File: config.mk
export PLATFORM = sky130hd
export DESIGN_NAME = wcg_divider
export DESIGN_NICKNAME = d
export VERILOG_FILES = /design/src/hw/rtl/wcg_pkg.sv /design/src/hw/rtl/wcg_divider.sv
export SDC_FILE = /design/constraint.sdc
export NUM_CORES = 1
export LEC_CHECK = 0
export BUFFER_PORTS_ARGS = -buffer_cell sky130_fd_sc_hd__buf_4
export CORE_ASPECT_RATIO = 1.2
export CORE_MARGIN = 2
export CORE_UTILIZATION = 35
export DETAILED_ROUTE_END_ITERATION = 12
export GPL_TIMING_DRIVEN = 0
export PLACE_DENSITY_LB_ADDON = 0.15
export RECOVER_POWER = 25
export SLEW_MARGIN = 15
export SYNTH_ARGS = -nofsm -noshare
export SYNTH_HDL_FRONTEND = slang
export SYNTH_SLANG_ARGS = --single-unit
File: constraint.sdc
create_clock -name clk -period 12.95 [get_ports clk]
set_clock_uncertainty 0.15 [all_clocks]
set_input_delay 1.295 -clock clk [delete_from_list [all_inputs] [get_ports clk]]
set_output_delay 1.295 -clock clk [all_outputs]
set_load 0.02 [all_outputs]
File: src/hw/rtl/wcg_pkg.sv
// shared types, constants and tables of the window coefficient generator
package wcg_pkg;

  localparam int MAX_LENGTH     = 4096;
  localparam int COEF_FRAC_BITS = 15;
  localparam int IDX_W          = 12;
  localparam int LEN_W          = 13;
  localparam int KIND_W         = 2;
  localparam int COEF_W         = 16;

  localparam logic [KIND_W-1:0] KIND_NONE     = 2'd0;
  localparam logic [KIND_W-1:0] KIND_HANN     = 2'd1;
  localparam logic [KIND_W-1:0] KIND_HAMMING  = 2'd2;
  localparam logic [KIND_W-1:0] KIND_BLACKMAN = 2'd3;

  localparam logic CFG_KIND   = 1'b0;
  localparam logic CFG_LENGTH = 1'b1;

  // phase divider: 33 quotient bits, three per stage
  localparam int Q_BITS     = 33;
  localparam int DIV_STEPS  = 3;
  localparam int DIV_STAGES = Q_BITS / DIV_STEPS;

  // cordic: 16 rotations, two per stage
  localparam int CORDIC_STEPS  = 16;
  localparam int CORDIC_PER    = 2;
  localparam int CORDIC_STAGES = CORDIC_STEPS / CORDIC_PER;
  localparam int CW            = 34;
  localparam logic signed [CW-1:0] CORDIC_X0 = 34'sd652032874;

  localparam int PW = 66;
  localparam int RND_SHIFT = 60 - COEF_FRAC_BITS;
  localparam int RW = PW - RND_SHIFT;
  localparam logic [RW-1:0] COEF_ONE = RW'(1) << COEF_FRAC_BITS;

  typedef struct packed {
    logic              valid;
    logic [KIND_W-1:0] kind;
    logic              err;
  } meta_t;

  typedef struct packed {
    logic signed [31:0] a0;
    logic signed [31:0] a1;
    logic signed [31:0] a2;
  } wcoef_t;

  function automatic logic signed [CW-1:0] atan_turn(input int i);
    logic signed [CW-1:0] v;
    unique case (i)
      0:  v = 34'sd536870912;
      1:  v = 34'sd316933406;
      2:  v = 34'sd167458907;
      3:  v = 34'sd85004755;
      4:  v = 34'sd42667334;
      5:  v = 34'sd21354465;
      6:  v = 34'sd10679839;
      7:  v = 34'sd5340245;
      8:  v = 34'sd2670163;
      9:  v = 34'sd1335087;
      10: v = 34'sd667544;
      11: v = 34'sd333772;
      12: v = 34'sd166886;
      13: v = 34'sd83443;
      14: v = 34'sd41722;
      15: v = 34'sd20861;
      default: v = '0;
    endcase
    return v;
  endfunction

  // q30 weights a0 - a1*cos(p) + a2*cos(2p)
  function automatic wcoef_t kind_coef(input logic [KIND_W-1:0] kind);
    wcoef_t c;
    unique case (kind)
      KIND_HANN:     c = '{32'sd536870912, 32'sd536870912, 32'sd0};
      KIND_HAMMING:  c = '{32'sd579820585, 32'sd493921239, 32'sd0};
      KIND_BLACKMAN: c = '{32'sd450971566, 32'sd536870912, 32'sd85899346};
      default:       c = '{32'sd0, 32'sd0, 32'sd0};
    endcase
    return c;
  endfunction

endpackage

File: src/hw/rtl/wcg_divider.sv
// pipelined restoring divider: phase index/length and twice it in 2^-32 turns
module wcg_divider import wcg_pkg::*; (
  input  logic             clk,
  input  logic             rst,
  input  logic             en,
  input  meta_t            meta_in,
  input  logic [IDX_W-1:0] index,
  input  logic [LEN_W-1:0] len,
  output meta_t            meta_out,
  output logic [31:0]      phase1,
  output logic [31:0]      phase2
);

  meta_t             meta_q [DIV_STAGES];
  logic [LEN_W-1:0]  rem_q  [DIV_STAGES];
  logic [Q_BITS-1:0] quo_q  [DIV_STAGES];

  for (genvar s = 0; s < DIV_STAGES; s++) begin : g_stage
    meta_t             m_in;
    logic [LEN_W-1:0]  r_in;
    logic [Q_BITS-1:0] q_in;
    logic [LEN_W-1:0]  r_next;
    logic [Q_BITS-1:0] q_next;
    logic [LEN_W:0]    t;

    if (s == 0) begin : g_first
      assign m_in = meta_in;
      assign r_in = {1'b0, index};
      assign q_in = '0;
    end else begin : g_rest
      assign m_in = meta_q[s-1];
      assign r_in = rem_q[s-1];
      assign q_in = quo_q[s-1];
    end

    always_comb begin
      r_next = r_in;
      q_next = q_in;
      t      = '0;
      for (int j = 0; j < DIV_STEPS; j++) begin
        t = {r_next, 1'b0};
        if (t >= {1'b0, len}) begin
          r_next = LEN_W'(t - {1'b0, len});
          q_next = {q_next[Q_BITS-2:0], 1'b1};
        end else begin
          r_next = t[LEN_W-1:0];
          q_next = {q_next[Q_BITS-2:0], 1'b0};
        end
      end
    end

    always_ff @(posedge clk) begin
      if (rst) begin
        meta_q[s] <= '0;
      end else if (en) begin
        meta_q[s] <= m_in;
      end
    end

    always_ff @(posedge clk) begin
      if (en) begin
        rem_q[s] <= r_next;
        quo_q[s] <= q_next;
      end
    end
  end

  assign meta_out = meta_q[DIV_STAGES-1];
  assign phase1   = quo_q[DIV_STAGES-1][Q_BITS-1:1];
  assign phase2   = quo_q[DIV_STAGES-1][31:0];

endmodule

# Word level (Yosys, flattened, before mapping)
# Memory sizes are Yosys's and may differ from the RTL's.
# Index checks and enable logic that the tools add are counted.
# op_classes
addsub	33
order_cmp	33
n_mux	83
bitwise_logic	11
# op_table
cell	n
$ge 14x13->1	32
$mux 13	33
$sub 13x13->13	33
$mux 4	11
$mux 1	39
$ge 13x13->1	1
$or 1x1->1	11
# totals
ff_bits	0
mem_bits_rw	550
output_inout_bits	68
mem_count	3
# memory_table
memory	words	width	read_ports	rd_ports_with_merged_regs	wr	line_no	rtl
quo_q	11	33	11	0	11	wcg_divider.sv:16	logic [Q_BITS-1:0] quo_q [DIV_STAGES];
rem_q	11	13	10	0	11	wcg_divider.sv:15	logic [LEN_W-1:0] rem_q [DIV_STAGES];
meta_q	11	4	11	0	11	wcg_divider.sv:14	meta_t meta_q [DIV_STAGES];

# Logic depth before layout (Yosys ltp)
# An unclocked memory read counts as a cell.
# depth
ltp_word	7
depth_mapped	39
mapped_depth_nobuf	30

# Worst setup path before layout
# No wires, ideal clock.
# synth_timing
path_kind	input port to flip-flop
from	in len[0]
to	mem rem_q[6][10], data pin
setup_ns	0.260
arrival_time_ns	9.886
slack_ns	2.655
stages	37
n_path_buf	11
cell_sequence	buf_4 > clkbuf_2 > buf_1 > clkbuf_1 > inv_1 > clkbuf_1 > clkbuf_1 > clkbuf_1 > ha_1 > nand2_1 > or4_1 > nand3_1 > nor3_1 > or2_1 > clkbuf_1 > inv_1 > buf_2 > mux2_2 > ha_1 > and4_1 > o21ai_0 > nor4b_1 > o31ai_1 > o31ai_1 > o211ai_1 > clkbuf_1 > mux2_1 > ha_1 > a21o_1 > a31oi_1 > o21ai_0 > a21oi_1 > o21ai_0 > o41a_1 > a211oi_2 > buf_2 > mux2_2
# synth_lines
element	line_no	rtl
start, declared	wcg_divider.sv:8	input logic [LEN_W-1:0] len,
end, declared	wcg_divider.sv:15	

==> metrics.txt <==
status=finished, violations left; failing checks=capacitance limit, slew limit; CTS H-Tree Depth=2; Antenna diodes=0; worst-skew pair later-pin latency=0.62 ns; via count=between 20000 and 30000; final WL=93700 um; synth unique cells=98; fraction of layout cells with a size suffix above 1=16.2%; Residual DRC=0; Synth Area in Compound Gates=about 18%; CP max FO=19; largest family of logic cells by synthesized area=compound AO/OA/AOI/OAI gates; top cell type's share of synthesized area=32.6%; critical path type=primary input to flip-flop; hold path cells=0; worst hold slack=between 0.2 and 0.3 ns; clk buf depth=3; CP startpoint=len[0]; Post-CTS Resized=7; Port-buffer cells=99; Critical Path AT=about 12 ns; #FFs+latches synth=372; DIE WIDTH=between 200 and 300 um; vias in the first global route=26500; mapped cell area=34300 um^2; max cap viols=1; Final #Nets=about 4100; clock sinks=~370; WL/cell=18.8 um; CTS tree=done; initial core utilization=a little over a third; pin count of the biggest net entering global routing=103; post-DP HPWL=about 67000 um; area of the multi-input gates=between 20000 and 25000 um^2; DR vias/cell=5.39; EDFF count, synth=372; Post-Syn Instances=3525; Yosys top cell by area=edfxtp_1; Final ANT Viol Nets=0; Die Area=100000 um^2; Min-Delay Endpoint=quo_q[7][21]$_DFFE_PP_; fin crit share=between 90 and 100%; CP Capture Type=flip-flop; first-pass GRT wire length=146000 um; worst reg2reg endpoint=rem_q[6][9]$_DFFE_PP_; core footprint=97000 um^2; Reg area=11200 um^2; post-synthesis mux area share=around a tenth; post-synthesis adder-cell area fraction=approximately 15%; FILL cells=9694; Root Driver=clkbuf_16; flop-to-flop setup slack=3.59 ns; number of hold buffers added after cts=0; Fin. Hold Viols=0; syn_nets=roughly 4000; Synth top cells by count=ha_1, edfxtp_1, nor2_1; slew margin rel.=-208%; area grow syn2layout=12.5%; RSZ-0062 raised after global routing=false; hold path startpoint=quo_q[6][18]$_DFFE_PP_; non-filler instance count after layout=4989; most numerous cell in the Yosys netlist=ha_1; Avg Cell Area, Syn=roughly 9.7 um^2; R2R cell count=30; Top Ports=100; number of buffers created by CTS=46; worst path required time=between 10 and 15 ns; Post-CTS Setup Bufs=0; total track usage=a little under a fifth; achievable frequency=0.0834 GHz; Seq/Total Area, Yosys=between 30% and 40%; Primary FF master, synth=edfxtp_1; RePlAce Congestion=0.857; Synth Area in XOR/XNOR=6.80%; Std-Cell Rows=125; worst flop-to-flop path startpoint=rem_q[5][0]$_SDFFCE_PN0P_; Slowest-stage cell, CP=clkbuf_4; clk slew on worst S/H paths=roughly 0.060 ns; class of the worst hold path=flip-flop to flip-flop; Die Y-Extent=347 um; ys async rst share=0%; DRT Pass-1 Iters=8; Synth Area in Simple Gates=between 10% and 20%; Period minus WS final=11.99 ns; Placed Cells=approximately 5000; CP startpoint kind=primary input; final setup fails=0; Area contributors post-synth=edfxtp_1, ha_1, mux2_2; Max stage delay on crit path=0.53 ns; overflow left after global routing=0; max-slew violations=72; worst slew pin tran=4.63 ns; drt first-iter violations=1295; final setup TNS=0 ns; initial antenna violation count=0; Synth Warn #=0
-- final cells by class --
cell class | count | area share, %
flip-flops and latches | 372 | 29.0
well taps | 1270 | 4.12
clock inverters | 32 | 1.08
plain buffers | 95 | 1.40
clock buffers | 52 | 3.04
inverters | 135 | 1.38
repair buffers | 112 | 2.77
multi-input cells | 2921 | 57.2
-- state kept, by name (all words and copies together), names as in the netlist --
signal,cells
meta_q,44
quo_q,198
rem_q,130
-- worst max-delay path: cells and delay by family --
kind                     cells  cell delay (ns)
buffers and inverters       13             4.08
adder cells (fa/ha/maj)      3             0.87
multiplexers                 3             1.20
AO/OA/AOI/OAI               11             3.12
AND/OR/NAND/NOR              7             1.56
-- worst max-delay path by stage --
| stage | end | depth (start not counted) |
|---|---|---|
| 3_3_place_gp | rem_q[6][10]$_DFFE_PP_ | 38 |
| 2_1_floorplan | rem_q[6][10]$_DFFE_PP_ | 37 |
| 3_5_place_dp | rem_q[6][9]$_DFFE_PP_ | 39 |
| 5_1_grt | rem_q[6][11]$_DFFE_PP_ | 37 |
| 6_report | rem_q[6][9]$_DFFE_PP_ | 37 |
| 4_1_cts | rem_q[6][9]$_DFFE_PP_ | 38 |
-- cell usage in the layout (no fill, tap or decap), drive strengths merged, types with 40 or more instances in the layout --
master	count
a21o	68
a21oi	242
and2	64
buf	177
clkbuf	82
edfxtp	372
ha	406
inv	137
mux2	266
nand2	174
nand2b	65
nand3	61
nor2	321
nor2b	71
nor3	90
o21a	74
o21ai	198
or3	40
xnor2	185
xor2	81
-- per-layer routing --
| metal | wire (um) | GRT usage [%] | vias up |
|---|---|---|---|
| li1 | - | - | 13600 |
| met1 | 40900 | 22.6 | 12700 |
| met2 | 46100 | 32.8 | 381 |
| met3 | 2590 | 2.18 | 181 |
| met4 | 4080 | 7.62 | 0 |
| met5 | 0 | 0 | - |
-- cells by family (layout without fill, tap and decap cells) --
family	count (synthesis)	in the layout
multiplexers	287	287
flip-flops	372	372
buffers and inverters	232	426
XOR/XNOR	266	266
AO/OA/AOI/OAI	916	916
adder cells (fa/ha/maj)	417	417
AND/OR/NAND/NOR	1035	1035
-- through the flow --
stage	instance area (um^2)	util (%)	worst slack, ns
after floorplan	34300	-	2.65
after global placement	36600	37.7	-3.50
after detailed placement	37000	38.1	-1.97
after CTS	38600	39.8	0.0841
after global routing	38500	39.8	0.177
final	38500	39.8	0.959
Power is left out: the tool's default activity adds up to more than one toggle a clock period on the data nets, which glitch-free logic cannot reach.
