### src/hw/rtl/wcg_pkg.sv
// shared types, constants and tables of the window coefficient generator
package wcg_pkg;

  localparam int MAX_LENGTH     = 4096;
  localparam int COEF_FRAC_BITS = 15;
  localparam int IDX_W          = 12;
  localparam int LEN_W          = 13;
  localparam int KIND_W         = 2;
  localparam int COEF_W         = 16;

  localparam logic [KIND_W-1:0] KIND_NONE     = 2'd0;
  localparam logic [KIND_W-1:0] KIND_HANN     = 2'd1;
  localparam logic [KIND_W-1:0] KIND_HAMMING  = 2'd2;
  localparam logic [KIND_W-1:0] KIND_BLACKMAN = 2'd3;

  localparam logic CFG_KIND   = 1'b0;
  localparam logic CFG_LENGTH = 1'b1;

  // phase divider: 33 quotient bits, three per stage
  localparam int Q_BITS     = 33;
  localparam int DIV_STEPS  = 3;
  localparam int DIV_STAGES = Q_BITS / DIV_STEPS;

  // cordic: 16 rotations, two per stage
  localparam int CORDIC_STEPS  = 16;
  localparam int CORDIC_PER    = 2;
  localparam int CORDIC_STAGES = CORDIC_STEPS / CORDIC_PER;
  localparam int CW            = 34;
  localparam logic signed [CW-1:0] CORDIC_X0 = 34'sd652032874;

  localparam int PW = 66;
  localparam int RND_SHIFT = 60 - COEF_FRAC_BITS;
  localparam int RW = PW - RND_SHIFT;
  localparam logic [RW-1:0] COEF_ONE = RW'(1) << COEF_FRAC_BITS;

  typedef struct packed {
    logic              valid;
    logic [KIND_W-1:0] kind;
    logic              err;
  } meta_t;

  typedef struct packed {
    logic signed [31:0] a0;
    logic signed [31:0] a1;
    logic signed [31:0] a2;
  } wcoef_t;

  function automatic logic signed [CW-1:0] atan_turn(input int i);
    logic signed [CW-1:0] v;
    unique case (i)
      0:  v = 34'sd536870912;
      1:  v = 34'sd316933406;
      2:  v = 34'sd167458907;
      3:  v = 34'sd85004755;
      4:  v = 34'sd42667334;
      5:  v = 34'sd21354465;
      6:  v = 34'sd10679839;
      7:  v = 34'sd5340245;
      8:  v = 34'sd2670163;
      9:  v = 34'sd1335087;
      10: v = 34'sd667544;
      11: v = 34'sd333772;
      12: v = 34'sd166886;
      13: v = 34'sd83443;
      14: v = 34'sd41722;
      15: v = 34'sd20861;
      default: v = '0;
    endcase
    return v;
  endfunction

  // q30 weights a0 - a1*cos(p) + a2*cos(2p)
  function automatic wcoef_t kind_coef(input logic [KIND_W-1:0] kind);
    wcoef_t c;
    unique case (kind)
      KIND_HANN:     c = '{32'sd536870912, 32'sd536870912, 32'sd0};
      KIND_HAMMING:  c = '{32'sd579820585, 32'sd493921239, 32'sd0};
      KIND_BLACKMAN: c = '{32'sd450971566, 32'sd536870912, 32'sd85899346};
      default:       c = '{32'sd0, 32'sd0, 32'sd0};
    endcase
    return c;
  endfunction

endpackage

### src/hw/rtl/wcg_combine.sv
// weighting multiplies, sum and round/clamp to q1.15
module wcg_combine import wcg_pkg::*; (
  input  logic                 clk,
  input  logic                 rst,
  input  logic                 en,
  input  meta_t                meta_in,
  input  logic signed [CW-1:0] x1,
  input  logic                 neg1,
  input  logic signed [CW-1:0] x2,
  input  logic                 neg2,
  output logic                 coef_valid,
  output logic [COEF_W-1:0]    coefficient,
  output logic                 index_error
);

  logic signed [CW-1:0] c1, c2;
  wcoef_t               k_in, k_sum;
  meta_t                meta_m, meta_s;
  logic signed [PW-1:0] p1_q, p2_q, w_q;
  logic signed [PW-1:0] w_next;
  logic [RW-1:0]        r;
  logic [COEF_W-1:0]    coef_next;

  assign c1   = neg1 ? -x1 : x1;
  assign c2   = neg2 ? -x2 : x2;
  assign k_in = kind_coef(meta_in.kind);

  // multiply stage
  always_ff @(posedge clk) begin
    if (en) begin
      p1_q <= PW'(k_in.a1) * PW'(c1);
      p2_q <= PW'(k_in.a2) * PW'(c2);
    end
  end

  // sum stage
  assign k_sum  = kind_coef(meta_m.kind);
  assign w_next = (PW'(k_sum.a0) <<< 30) - p1_q + p2_q;

  always_ff @(posedge clk) begin
    if (en) begin
      w_q <= w_next;
    end
  end

  // round half up, clamp to one, zero for errors, kind none and sums <= 0
  always_comb begin
    r = RW'((w_q + (PW'(1) <<< (RND_SHIFT - 1))) >>> RND_SHIFT);
    if (meta_s.err || meta_s.kind == KIND_NONE || w_q <= 0) begin
      coef_next = '0;
    end else if (r > COEF_ONE) begin
      coef_next = COEF_W'(COEF_ONE);
    end else begin
      coef_next = COEF_W'(r);
    end
  end

  always_ff @(posedge clk) begin
    if (rst) begin
      meta_m     <= '0;
      meta_s     <= '0;
      coef_valid <= 1'b0;
    end else if (en) begin
      meta_m     <= meta_in;
      meta_s     <= meta_m;
      coef_valid <= meta_s.valid;
    end
  end

  always_ff @(posedge clk) begin
    if (en) begin
      coefficient <= coef_next;
      index_error <= meta_s.err;
    end
  end

endmodule

### config.mk
export PLATFORM = sky130hd
export DESIGN_NAME = wcg_combine
export DESIGN_NICKNAME = d
export VERILOG_FILES = /design/src/hw/rtl/wcg_pkg.sv /design/src/hw/rtl/wcg_combine.sv
export SDC_FILE = /design/constraint.sdc
export NUM_CORES = 2
export LEC_CHECK = 0
export ABC_AREA = 1
export BUFFER_PORTS_ARGS = -buffer_cell sky130_fd_sc_hd__buf_2
export CORE_MARGIN = 8
export CORE_UTILIZATION = 60
export CTS_CLUSTER_DIAMETER = 30
export CTS_CLUSTER_SIZE = 20
export DETAILED_ROUTE_END_ITERATION = 8
export MAX_ROUTING_LAYER = met4
export PLACE_DENSITY_LB_ADDON = 0.1
export SLEW_MARGIN = 10
export SYNTH_ARGS = -nofsm -noshare
export SYNTH_HDL_FRONTEND = slang
export SYNTH_SLANG_ARGS = --single-unit
### constraint.sdc
create_clock -name clk -period 10.9 [get_ports clk]
set_clock_uncertainty 0.2 [all_clocks]
set_input_delay 1.09 -clock clk [delete_from_list [all_inputs] [get_ports clk]]
set_output_delay 1.09 -clock clk [all_outputs]
set_load 0.02 [all_outputs]
Yosys cells after proc, flatten, opt, wreduce, memory -nomap -nowiden
Cells that the tools add are included.

Flip-flop bits (word level): 224. Input port bits: 77. Output and inout port bits: 18. Word-level logic and storage cells: 37.

Add/subtract/negate cells: 5. Multipliers: 2. Order comparisons: 2. Equal/unequal tests: 6. Muxes and demuxes: 5. Reductions and logical operators: 4.

Operators with widths (count): 94-bit one-hot mux with 3 select lines (1); 62-bit one-hot mux with 3 select lines (1); 34-bit two-way mux (2); 34-bit negation (2); 66-bit by 46-bit adder with 66-bit output, second input constant (1); 66-bit adder (1); 66-bit by 1-bit less-or-equal comparator with 1-bit output, second input constant (1); 32-bit by 34-bit multiplier with 66-bit output (1); 62-bit by 66-bit subtractor with 66-bit output (1); 31-bit by 34-bit multiplier with 65-bit output (1); 21-bit by 16-bit > comparator with 1-bit output, second input constant (1); 16-bit two-way mux (1); 2-bit equality test, second input constant (4); 2-bit by 1-bit equality test with 1-bit output, second input constant (2); 2-bit logical NOT (1); 1-bit logical OR (2); 2-bit OR reduction (1).

Depth between registers and ports, before layout
Depth after elaboration: 4. Depth in mapped cells: 44. Gate-level depth less buffers: 44.

Least setup slack after synthesis
OpenSTA, ideal clock, no wires.

Path type: input -> register. Start: input x1[19]. End: register p1_q[64] (data pin). Library setup time: 267 ps. Arrival time: 9179 ps. Required time: 10433 ps. Setup slack: 1254 ps. Stages on the path: 33. Buffers on the path: 0. Cells stage by stage: nor2_1 -> inv_1 -> nor3_1 -> inv_1 -> nor2_1 -> nand2_1 -> o21ai_0 -> o21ai_0 -> xor2_1 -> nand2_2 -> inv_1 -> ha_1 -> inv_1 -> fa_1 -> fa_1 -> inv_1 -> fa_1 -> fa_1 -> fa_1 -> inv_1 -> fa_1 -> inv_1 -> fa_1 -> inv_1 -> ha_1 -> nand2_1 -> nor3_1 -> nand2_1 -> nor3_1 -> inv_1 -> nor4_1 -> a211oi_1 -> xor2_1.

Word-level cells in the longest chain between the ends: 3.

Ends and longest elaborated chain: from (decl) (line wcg_combine.sv:7) `input logic signed [CW-1:0] x1,`; 34-bit negation (line wcg_combine.sv:24) `assign c1 = neg1 ? -x1 : x1;`; 34-bit two-way mux * (line wcg_combine.sv:24); 31-bit by 34-bit multiplier with 65-bit output * (line wcg_combine.sv:31) `p1_q <= PW'(k_in.a1) * PW'(c1);`; to (signal assigned) (line wcg_combine.sv:31); to (decl) (line wcg_combine.sv:19) `logic signed [PW-1:0] p1_q, p2_q, w_q;`.

Mark *: on every way between the ends. The rest lies on a longest branch, timed or not. A chain may end at the register's enable or synchronous reset.

Worst setup path after layout
Start: input x1[0]. End: register p1_q[56] (data pin).

The elaborated chain is that of the path after synthesis.

==> results.cfg <==
[worst_hold_path]
hold_end = meta_s[0]
hold_path_depth = 2
hold_start = meta_m[0]
hp-class = register to register

[synthesis]
synth_cell_types = 54
yosys-top-cells-area = fa_1 33%, ha_1 21%, inv_1 13%
synth_top_area_share_pct = 32.6
ys_ff_latch = 222
synthFlopType = edfxtp_1
netlist_instances = 6256
synth-edff-count = 213
synthTopCellsByCount = 1,943 x inv_1, 896 x ha_1, 891 x fa_1
synth_async_sr_flop_share_pct = 0
synth_warnings = 0
syn_avg_cell_area_sq_um = 8.74
synth_area_leader_cell = fa_1
yosysMostFrequentCell = inv_1
netlist_area_sq_mm = 0.0547
seq_area_frac_synth_pct = 12.0

[grt]
grt_pass1_wl_um = 243000
grt_remaining_overflow = 0
grt.total_usage_pct = 31.9
grt_pass1_vias = 42400
grt_max_degree = 83
antenna_found_initial = 0

[clock_tree]
path_clk_slew_ns = 0.05
numCtsBuffers = 47
cts_max_level = 2
cts_tree = yes
cts_setup_buffers = 0
cts_root_buf = clkbuf_16
cts_buffer_depth = 3
cts_sinks = 222
holdBufCountCts = 0
ctsResizeCount = 0
clkLatencyLatePin_ns = 0.57

[floorplan]
ios = 95
die_area_sq_mm = 0.101
initial_utilization_pct = 60.6
die_y_um = 318
die_w_um = 318
core_sq_mm = 0.0901
rows = 110

[timing]
timing.final.crit_period_ns = 9.89
setup_viol = 0
finalCritPeriodShare_pct = 90.8
grt_setup_unrepaired = no
worst_pin_slew_ns = 1.12
finalHoldViolations = 0
setup_tns_ns = 0
max_freq_mhz = 101
maxSlewViolCount = 0
slew_headroom_pct = 24.6
worst_slack_ns = 1.01

[flow_run]
drv_cap = 0

[worst_setup_path]
r2r_end = w_q[54]
cp-start-kind = input pin
setup.worst_path.class = input pin to register
rr_startpoint = p1_q[3]
crit_slowest_cell = fa_1
cpMostUsedCell = inv_1
regToRegSetupSlack_ns = 6.74
critPathMaxFanout = 6
crit_arrival_ns = 10.01
max_stage_delay_ns = 0.56
endpoint_kind = register
rr_worst_depth = 14
required_ns = 11.02

[drt]
vias = 41500
drt-wirelength-per-cell_um = 20.3
drt_iter0_drc = 3764
ant_nets = 0
viasPerCell = 5.42
drc = 0
wirelength_um = 156000
dr.pass1.iters = 9

[final_layout]
seq_area_sq_mm = 0.00658
fillers = 7782
diodes = 0
finalNetCount = 8315
drive_above_1_share_pct = 4.79
syn_to_final_growth_pct = 7.42
multi_input_area_sq_mm = 0.0407

[placement]
pre_cts_slack_ns = 0.661
gp_congestion = 1.04
port_buffers = 94
dp_hpwl_um = 141000

[status]
outcome = finished, final reports clean
-- per-layer routing --
metal  part of all wire (%)  routed length [um]  GRT usage [%]
met5                      0                   0              -
met4                    2.4                3780           6.82
met3                    8.9               13800           5.06
met2                     41               64400           45.6
met1                     47               73600           47.7
-- critical path, delay by kind of cell --
kind / cells / cell delay [ns]
xor+xnor: 1 / 0.14
simple gates: 13 / 2.32
fa+ha+maj: 10 / 3.96
buf+inv: 11 / 1.07
compound gates: 8 / 1.44
-- cells in the final DEF, fill, tap and decap left out, types with 7 or more instances in the layout --
cell	n
buf_2	93
o21a_1	26
nor2_1	480
ha_1	896
o21ai_0	182
a21o_1	15
a211oi_1	7
nand2_1	571
clkbuf_16	49
buf_4	74
nand2_2	9
inv_1	1942
nand4_1	24
o21ai_1	17
o21bai_1	24
nor3_1	40
nor2_2	18
a21boi_0	13
nand3_2	7
a31oi_1	49
or2_2	12
xor2_1	179
edfxtp_1	213
nand3_1	112
xnor2_1	72
clkinv_1	7
nor4_1	36
a21oi_1	323
fa_1	891
o211ai_1	14
dfxtp_1	9
-- metrics by stage --
| stage | utilization [%] | instance area, sq um | cells | hold slack [ns] |
|---|---|---|---|---|
| 3_5_place_dp | 63.3 | 57100 | 7578 | 0.249 |
| 4_1_cts | 65.1 | 58700 | 7666 | 0.255 |
| 3_3_place_gp | 63.3 | 57100 | 7578 | 0.245 |
| 2_1_floorplan | - | 54700 | 6258 | 0.226 |
| 5_1_grt | 65.1 | 58700 | 7666 | 0.294 |
| 6_report | 65.1 | 58700 | 7666 | 0.253 |
-- sequential cells by signal (all words and copies together) (netlist names) --
register and cells:
coef_valid 1, coefficient 16, index_error 1, meta_m 4
meta_s 4, p1_q 65, p2_q 65, w_q 66
-- how the worst max path moves through the flow --
stage | startpoint | to
floorplan | x1[19] | p1_q[64]
global placement | x1[0] | p1_q[56]
detailed placement | x1[0] | p1_q[56]
CTS | x1[0] | p1_q[56]
global route | x1[0] | p1_q[56]
finish | x1[0] | p1_q[56]
-- cells by family after synthesis --
kind of cell    share of synthesized area (%)
compound gates                           7.04
xor+xnor                                 4.02
fa+ha+maj                                53.1
buf+inv                                  13.6
flops                                    12.0
other cells                           0.00686
simple gates                             10.2
-- cell type report --
type / instances / area share, %
repair buffers: 168 / 1.76
clock inverters: 34 / 0.652
well taps: 1176 / 2.51
inverters: 1950 / 12.5
flip-flops and latches: 222 / 11.2
multi-input cells: 4062 / 69.3
clock buffers: 54 / 2.14
Power is not shown: default switching activity piles up to over one toggle a cycle in this logic, so the estimate is an artifact.
