### config.mk
export PLATFORM = sky130hd
export DESIGN_NAME = wcg_cordic
export DESIGN_NICKNAME = d
export VERILOG_FILES = /design/src/hw/rtl/wcg_pkg.sv /design/src/hw/rtl/wcg_cordic.sv
export SDC_FILE = /design/constraint.sdc
export NUM_CORES = 2
export LEC_CHECK = 0
export BUFFER_PORTS_ARGS = -buffer_cell sky130_fd_sc_hd__buf_2
export CORE_MARGIN = 1
export CORE_UTILIZATION = 50
export CTS_BUF_LIST = sky130_fd_sc_hd__clkbuf_8
export CTS_CLUSTER_DIAMETER = 40
export CTS_CLUSTER_SIZE = 20
export DETAILED_ROUTE_END_ITERATION = 8
export PLACE_DENSITY_LB_ADDON = 0.3
export SYNTH_ARGS = -nofsm -noshare
export SYNTH_HDL_FRONTEND = slang
export SYNTH_SLANG_ARGS = --single-unit
### constraint.sdc
create_clock -name clk -period 15.7 [get_ports clk]
set_input_delay 0.785 -clock clk [delete_from_list [all_inputs] [get_ports clk]]
set_output_delay 0.785 -clock clk [all_outputs]
set_load 0.03 [all_outputs]
### src/hw/rtl/wcg_pkg.sv
// shared types, constants and tables of the window coefficient generator
package wcg_pkg;

  localparam int MAX_LENGTH     = 4096;
  localparam int COEF_FRAC_BITS = 15;
  localparam int IDX_W          = 12;
  localparam int LEN_W          = 13;
  localparam int KIND_W         = 2;
  localparam int COEF_W         = 16;

  localparam logic [KIND_W-1:0] KIND_NONE     = 2'd0;
  localparam logic [KIND_W-1:0] KIND_HANN     = 2'd1;
  localparam logic [KIND_W-1:0] KIND_HAMMING  = 2'd2;
  localparam logic [KIND_W-1:0] KIND_BLACKMAN = 2'd3;

  localparam logic CFG_KIND   = 1'b0;
  localparam logic CFG_LENGTH = 1'b1;

  // phase divider: 33 quotient bits, three per stage
  localparam int Q_BITS     = 33;
  localparam int DIV_STEPS  = 3;
  localparam int DIV_STAGES = Q_BITS / DIV_STEPS;

  // cordic: 16 rotations, two per stage
  localparam int CORDIC_STEPS  = 16;
  localparam int CORDIC_PER    = 2;
  localparam int CORDIC_STAGES = CORDIC_STEPS / CORDIC_PER;
  localparam int CW            = 34;
  localparam logic signed [CW-1:0] CORDIC_X0 = 34'sd652032874;

  localparam int PW = 66;
  localparam int RND_SHIFT = 60 - COEF_FRAC_BITS;
  localparam int RW = PW - RND_SHIFT;
  localparam logic [RW-1:0] COEF_ONE = RW'(1) << COEF_FRAC_BITS;

  typedef struct packed {
    logic              valid;
    logic [KIND_W-1:0] kind;
    logic              err;
  } meta_t;

  typedef struct packed {
    logic signed [31:0] a0;
    logic signed [31:0] a1;
    logic signed [31:0] a2;
  } wcoef_t;

  function automatic logic signed [CW-1:0] atan_turn(input int i);
    logic signed [CW-1:0] v;
    unique case (i)
      0:  v = 34'sd536870912;
      1:  v = 34'sd316933406;
      2:  v = 34'sd167458907;
      3:  v = 34'sd85004755;
      4:  v = 34'sd42667334;
      5:  v = 34'sd21354465;
      6:  v = 34'sd10679839;
      7:  v = 34'sd5340245;
      8:  v = 34'sd2670163;
      9:  v = 34'sd1335087;
      10: v = 34'sd667544;
      11: v = 34'sd333772;
      12: v = 34'sd166886;
      13: v = 34'sd83443;
      14: v = 34'sd41722;
      15: v = 34'sd20861;
      default: v = '0;
    endcase
    return v;
  endfunction

  // q30 weights a0 - a1*cos(p) + a2*cos(2p)
  function automatic wcoef_t kind_coef(input logic [KIND_W-1:0] kind);
    wcoef_t c;
    unique case (kind)
      KIND_HANN:     c = '{32'sd536870912, 32'sd536870912, 32'sd0};
      KIND_HAMMING:  c = '{32'sd579820585, 32'sd493921239, 32'sd0};
      KIND_BLACKMAN: c = '{32'sd450971566, 32'sd536870912, 32'sd85899346};
      default:       c = '{32'sd0, 32'sd0, 32'sd0};
    endcase
    return c;
  endfunction

endpackage

### src/hw/rtl/wcg_cordic.sv
// pipelined rotation-mode cordic cosine with quadrant folding
module wcg_cordic import wcg_pkg::*; (
  input  logic                 clk,
  input  logic                 rst,
  input  logic                 en,
  input  meta_t                meta_in,
  input  logic [31:0]          phase,
  output meta_t                meta_out,
  output logic signed [CW-1:0] cos_x,
  output logic                 neg
);

  meta_t                meta_q [CORDIC_STAGES];
  logic signed [CW-1:0] x_q    [CORDIC_STAGES];
  logic signed [CW-1:0] y_q    [CORDIC_STAGES];
  logic signed [CW-1:0] z_q    [CORDIC_STAGES];
  logic                 neg_q  [CORDIC_STAGES];

  // fold the second and third quadrants by half a turn
  logic [31:0] ph_sum;
  logic        fold;
  logic [31:0] ph_fold;

  assign ph_sum  = phase + 32'h4000_0000;
  assign fold    = ph_sum[31];
  assign ph_fold = fold ? (phase + 32'h8000_0000) : phase;

  for (genvar s = 0; s < CORDIC_STAGES; s++) begin : g_stage
    meta_t                m_in;
    logic signed [CW-1:0] x_in, y_in, z_in;
    logic                 n_in;
    logic signed [CW-1:0] x_next, y_next, z_next, dx, dy;

    if (s == 0) begin : g_first
      assign m_in = meta_in;
      assign x_in = CORDIC_X0;
      assign y_in = '0;
      assign z_in = $signed({{(CW-32){ph_fold[31]}}, ph_fold});
      assign n_in = fold;
    end else begin : g_rest
      assign m_in = meta_q[s-1];
      assign x_in = x_q[s-1];
      assign y_in = y_q[s-1];
      assign z_in = z_q[s-1];
      assign n_in = neg_q[s-1];
    end

    always_comb begin
      x_next = x_in;
      y_next = y_in;
      z_next = z_in;
      dx     = '0;
      dy     = '0;
      for (int j = 0; j < CORDIC_PER; j++) begin
        dx = y_next >>> (s * CORDIC_PER + j);
        dy = x_next >>> (s * CORDIC_PER + j);
        if (!z_next[CW-1]) begin
          x_next = x_next - dx;
          y_next = y_next + dy;
          z_next = z_next - atan_turn(s * CORDIC_PER + j);
        end else begin
          x_next = x_next + dx;
          y_next = y_next - dy;
          z_next = z_next + atan_turn(s * CORDIC_PER + j);
        end
      end
    end

    always_ff @(posedge clk) begin
      if (rst) begin
        meta_q[s] <= '0;
      end else if (en) begin
        meta_q[s] <= m_in;
      end
    end

    always_ff @(posedge clk) begin
      if (en) begin
        x_q[s]   <= x_next;
        y_q[s]   <= y_next;
        z_q[s]   <= z_next;
        neg_q[s] <= n_in;
      end
    end
  end

  assign meta_out = meta_q[CORDIC_STAGES-1];
  assign cos_x    = x_q[CORDIC_STAGES-1];
  assign neg      = neg_q[CORDIC_STAGES-1];

endmodule

Word level (Yosys, flattened, before mapping)
Memory sizes are Yosys's and may differ from the RTL's.
Index checks and enable logic that the tools add are counted.
Operators by class
  multiplexer cells: 94
  $add $sub $neg: 94
  bitwise logic cells: 8
Operators by type and width (count)
  $mux W34: 79
  $add A34 B34 Y34: 15
  $sub A34 B34 Y34: 15
  $add A34 B19 Y34: 2
  $add A34 B20 Y34: 2
  $add A34 B21 Y34: 2
  $add A34 B22 Y34: 2
  $add A34 B23 Y34: 2
  $add A34 B24 Y34: 2
  $add A34 B25 Y34: 2
  $add A34 B26 Y34: 2
  $add A34 B27 Y34: 2
  $add A34 B28 Y34: 2
  $add A34 B29 Y34: 2
  $add A34 B30 Y34: 2
  $add A34 B31 Y34: 2
  $add A34 B32 Y34: 2
  $sub A34 B19 Y34: 2
  $sub A34 B20 Y34: 2
  $sub A34 B21 Y34: 2
  $sub A34 B22 Y34: 2
  $sub A34 B23 Y34: 2
  $sub A34 B24 Y34: 2
  $sub A34 B25 Y34: 2
  19 further kinds: 45
Storage, ports and cells
  output and inout bits: 39
  memories kept: 5
  input port bits: 39
  logic and storage cells: 201
  bits in writable memories: 856
  bits in registers: 0
Memories
  x_q: words 8, bits a word 34, read ports 8, clocked after memory_dff 0, write ports 8, line wcg_cordic.sv:14  | logic signed [CW-1:0] x_q [CORDIC_STAGES];
  y_q: words 8, bits a word 34, read ports 7, clocked after memory_dff 0, write ports 8, line wcg_cordic.sv:15  | logic signed [CW-1:0] y_q [CORDIC_STAGES];
  z_q: words 8, bits a word 34, read ports 7, clocked after memory_dff 0, write ports 8, line wcg_cordic.sv:16  | logic signed [CW-1:0] z_q [CORDIC_STAGES];
  meta_q: words 8, bits a word 4, read ports 8, clocked after memory_dff 0, write ports 8, line wcg_cordic.sv:13  | meta_t meta_q [CORDIC_STAGES];
  neg_q: words 8, bits a word 1, read ports 8, clocked after memory_dff 0, write ports 8, line wcg_cordic.sv:17  | logic neg_q [CORDIC_STAGES];

Logic depth before layout (Yosys ltp)
  word-level depth: 8
  depth in mapped cells: 36
  gate-level depth less buffers: 36

Worst setup path after synthesis
OpenSTA, ideal clock, no wires.
  path kind: reg-to-reg
  from: memory z_q[1][33]
  to: memory x_q[2][32], in the netlist x_q[0][100], data pin
  buffers on the path: 3
  library setup time: 258 ps
  data required time: 15442 ps
  stages on the path, launching flop included: 33
  data arrival time: 8190 ps
  setup slack: 7252 ps
  clock period less this slack: 8448 ps
  cell sequence: edfxtp_1 -> clkbuf_1 -> clkinv_1 -> ha_1 -> a211oi_1 -> o21ai_0 -> a21oi_1 -> a211oi_1 -> a22o_1 -> a31o_2 -> o211ai_1 -> nand2_1 -> a31oi_1 -> o21ai_1 -> inv_1 -> clkbuf_1 -> buf_1 -> nor2_1 -> xor2_1 -> ha_1 -> nor2b_1 -> o21ai_0 -> a21boi_0 -> o21ai_0 -> a21oi_1 -> a221o_1 -> a41o_1 -> o41ai_1 -> o311a_1 -> nor3_1 -> or3_1 -> a21oi_1 -> xnor2_1
RTL lines (line)
  start: declaration: wcg_cordic.sv:16
  end: declaration: wcg_cordic.sv:14

==> reports/results.tsv <==
stage	metric	value	unit
status	outcome	finished clean	
yosys	synth_area_leaders	edfxtp_1 22%, ha_1 17%, xnor2_1 10%, a21oi_1 6.2%, xor2_1 5.0%	
yosys	synth_edf_count	728	
timing	tightest_slew	1150	ps
yosys	synth_top_area_cell	edfxtp_1	
critical_path	crit_arrival	10240	ps
critical_path	cpPeakStageDelay	670	ps
placement	numPortBuffers	77	
yosys	synth_cell_types	103	
drt	totalWireLength	286	mm
drt	drc	0	
clock_network	htreeDepth	4	
drt	wl_per_cell	19.9	um
global_route	grt_usage	28.1	%
clock_network	cts_setup_buffers	0	
timing	finalSetupTns	0	ps
floorplanning	die_y	444	um
global_route	grt_max_degree	110	
timing	rsz0062_at_grt	no	
floorplanning	dieArea	0.197	mm2
final_layout	drive_gt1_share	4.32	%
global_route	grt_overflow_total	0	
yosys	yosys-top-cells-count	1332 x ha_1, 1209 x a21oi_1, 1129 x xnor2_1	
final_layout	area_growth	6.28	%
yosys	synth_xor_area_share	15.2	%
clock_network	cts-root-buf	clkbuf_8	
yosys	synthMuxAreaShare	0.791	%
final_layout	n_fill_cell	17900	
clock_network	cts_sinks	728	
critical_path	cpLargestDelayFamily	compound AO/OA/AOI/OAI gates	
drt	dr.pass1.iters	6	
clock_network	cts_tree	done	
flow_run	drv_cap	0	
yosys	synth_top_family_by_area	compound AO/OA/AOI/OAI gates	
timing	clock_skew	34.2	ps
clock_network	cts_inserted_buffers	136	
hold_path	hold_path.class	in -> reg	
critical_path	crit_path_end_kind	flop	
yosys	netlist_area	0.0978	mm2
yosys	avgSynthCellArea	8.40	um2
clock_network	cts.clk_slew.worst_paths	70	ps
clock_network	post_cts_resized	0	
timing	hold_viol_final	0	
yosys	yosysTopAreaCellShare	22.4	%
global_route	grt_pass1_wl	448	mm
yosys	syn_inst	11600	
clock_network	cts_buffer_depth	3	
drt	drtIter0Drc	5182	
timing	post-route-min-period	9540	ps
critical_path	critPathSlowestCell	a2111oi_0	
critical_path	startpoint_type	flop	
clock_network	clk_latency	960	ps
yosys	synth-main-ff-cell	edfxtp_1	
placement	dp_hpwl	236	mm
yosys	ys_seq_elements	728	
global_route	antenna_found_initial	2	
yosys	yosys.area_share.simple	16.9	%
critical_path	critPathMostFrequentCell	a221oi_1	
drt	vias_per_cell	6.05	
timing	max_slew_margin	23.2	%
final_layout	fin_nets	13100	
yosys	yosysWarnings	0	
yosys	ys_async_sr_fraction	0	%
floorplanning	rows	161	
critical_path	crit_fanout	65	
floorplanning	initial_core_util	50.5	%
critical_path	path_buf_inv	3	
timing	setup_viol	0	
timing	drv_slew	0	
final_layout	fin_util	53.7	%
floorplanning	core-area	0.193	mm2
placement	gp_congestion	0.994	
critical_path	worstSetupPathType	reg -> reg	
timing	finalCritPeriodShare	60.7	%
timing	fmax	105	MHz
yosys	synth_most_common_cell	ha_1	
floorplanning	ioPinCount	78	
global_route	grt_pass1_vias	84900	
yosys	synth_compound_area_share	24.0	%
floorplanning	dieWidth	444	um
yosys	yosys.area_share.adder	17.8	%
drt	num_vias	86900	
critical_path	required	16400	ps
drt	drt.antenna.violating_nets	0	
yosys	synth-seq-area-share	22.4	%
yosys	synth_fp_nets	13000	
## registers in the layout (all words and copies together), names as in the netlist
signal,flops
x_q,240
neg_q,8
y_q,211
z_q,237
meta_q,32
## layer usage
layer	up-vias	wire (um)	GRT usage, %
li1	43300	-	-
met1	40600	110000	29.3
met2	2183	145000	52.6
met3	787	10800	3.41
met4	2	20100	18.5
met5	-	15	0
## cell usage in the layout, fill, tap and decap left out, drive strengths merged, types with 40 or more instances in the layout
cell    Yosys  routed
a211o      46      46
a211oi    108     108
a21boi     42      42
a21o      500     500
a21oi    1209    1209
a31o       40      40
a31oi     136     136
and2      122     122
and3      122     122
buf        31     129
clkbuf    165     136
edfxtp    728     728
ha       1332    1332
inv       556     615
mux2i      48      48
nand2     690     690
nand2b    206     206
nand3     220     220
nand4      89      89
nor2      991     991
nor2b     186     186
nor3      309     309
nor4       73      73
o211ai     68      68
o21a      191     191
o21ai     685     685
o21bai    137     137
o31ai      91      91
o41ai      44      44
or2        47      47
or3        93      93
or4        43      43
xnor2    1130    1130
xor2      558     558
## layout make-up
| type | instances | area [um2] | area share (%) |
|---|---|---|---|
| clock inverter | 115 | 992 | 0.955 |
| tap | 2526 | 3160 | 3.04 |
| timing repair buffer | 130 | 796 | 0.766 |
| inverter | 558 | 2090 | 2.02 |
| antenna | 2 | 5.00 | 0.00482 |
| sequential | 728 | 21900 | 21.0 |
| multi-input combinational | 10200 | 73100 | 70.4 |
| clock buffer | 136 | 1870 | 1.80 |
## path summary, 6_finish.rpt
kind | slack [ps] | to | start | depth (start not counted)
worst max-delay path | 6160 | x_q[1][101] | z_q[5][33] | 28
worst min-delay path | 110 | meta_q[0][2] | meta_in[2] | 2
worst max register to register | 6160 | x_q[1][101] | z_q[5][33] | 28
worst min register to register | 420 | neg_q[0][3] | neg_q[0][2] | 0
## per-stage QoR
stage               setup WS, ps  std cells  instance area [um2]  hold WS, ps
detailed placement          6340      14100               101000          406
CTS                         6270      14400               104000         6.93
floorplan                   7250      11600                97800          400
finish                      6160      14400               104000          109
global route                5490      14400               104000         60.0
global placement            6570      14100               101000          413
## logic make-up (layout without fill, tap and decap cells)
logic type / count (synthesis) / in the layout
xor+xnor: 1690 / 1690
flops: 728 / 728
compound gates: 3673 / 3673
other cells: 1 / 3
simple gates: 3354 / 3354
mux: 74 / 74
buf+inv: 754 / 939
fa+ha+maj: 1368 / 1368
## timing repair
action	CTS	global route
hold buffers	1	0
endpoints found under the setup margin	0	0
endpoints found under the hold margin	1	0
Power is not shown: default switching activity piles up to over one toggle a cycle in this logic, so the estimate is an artifact.
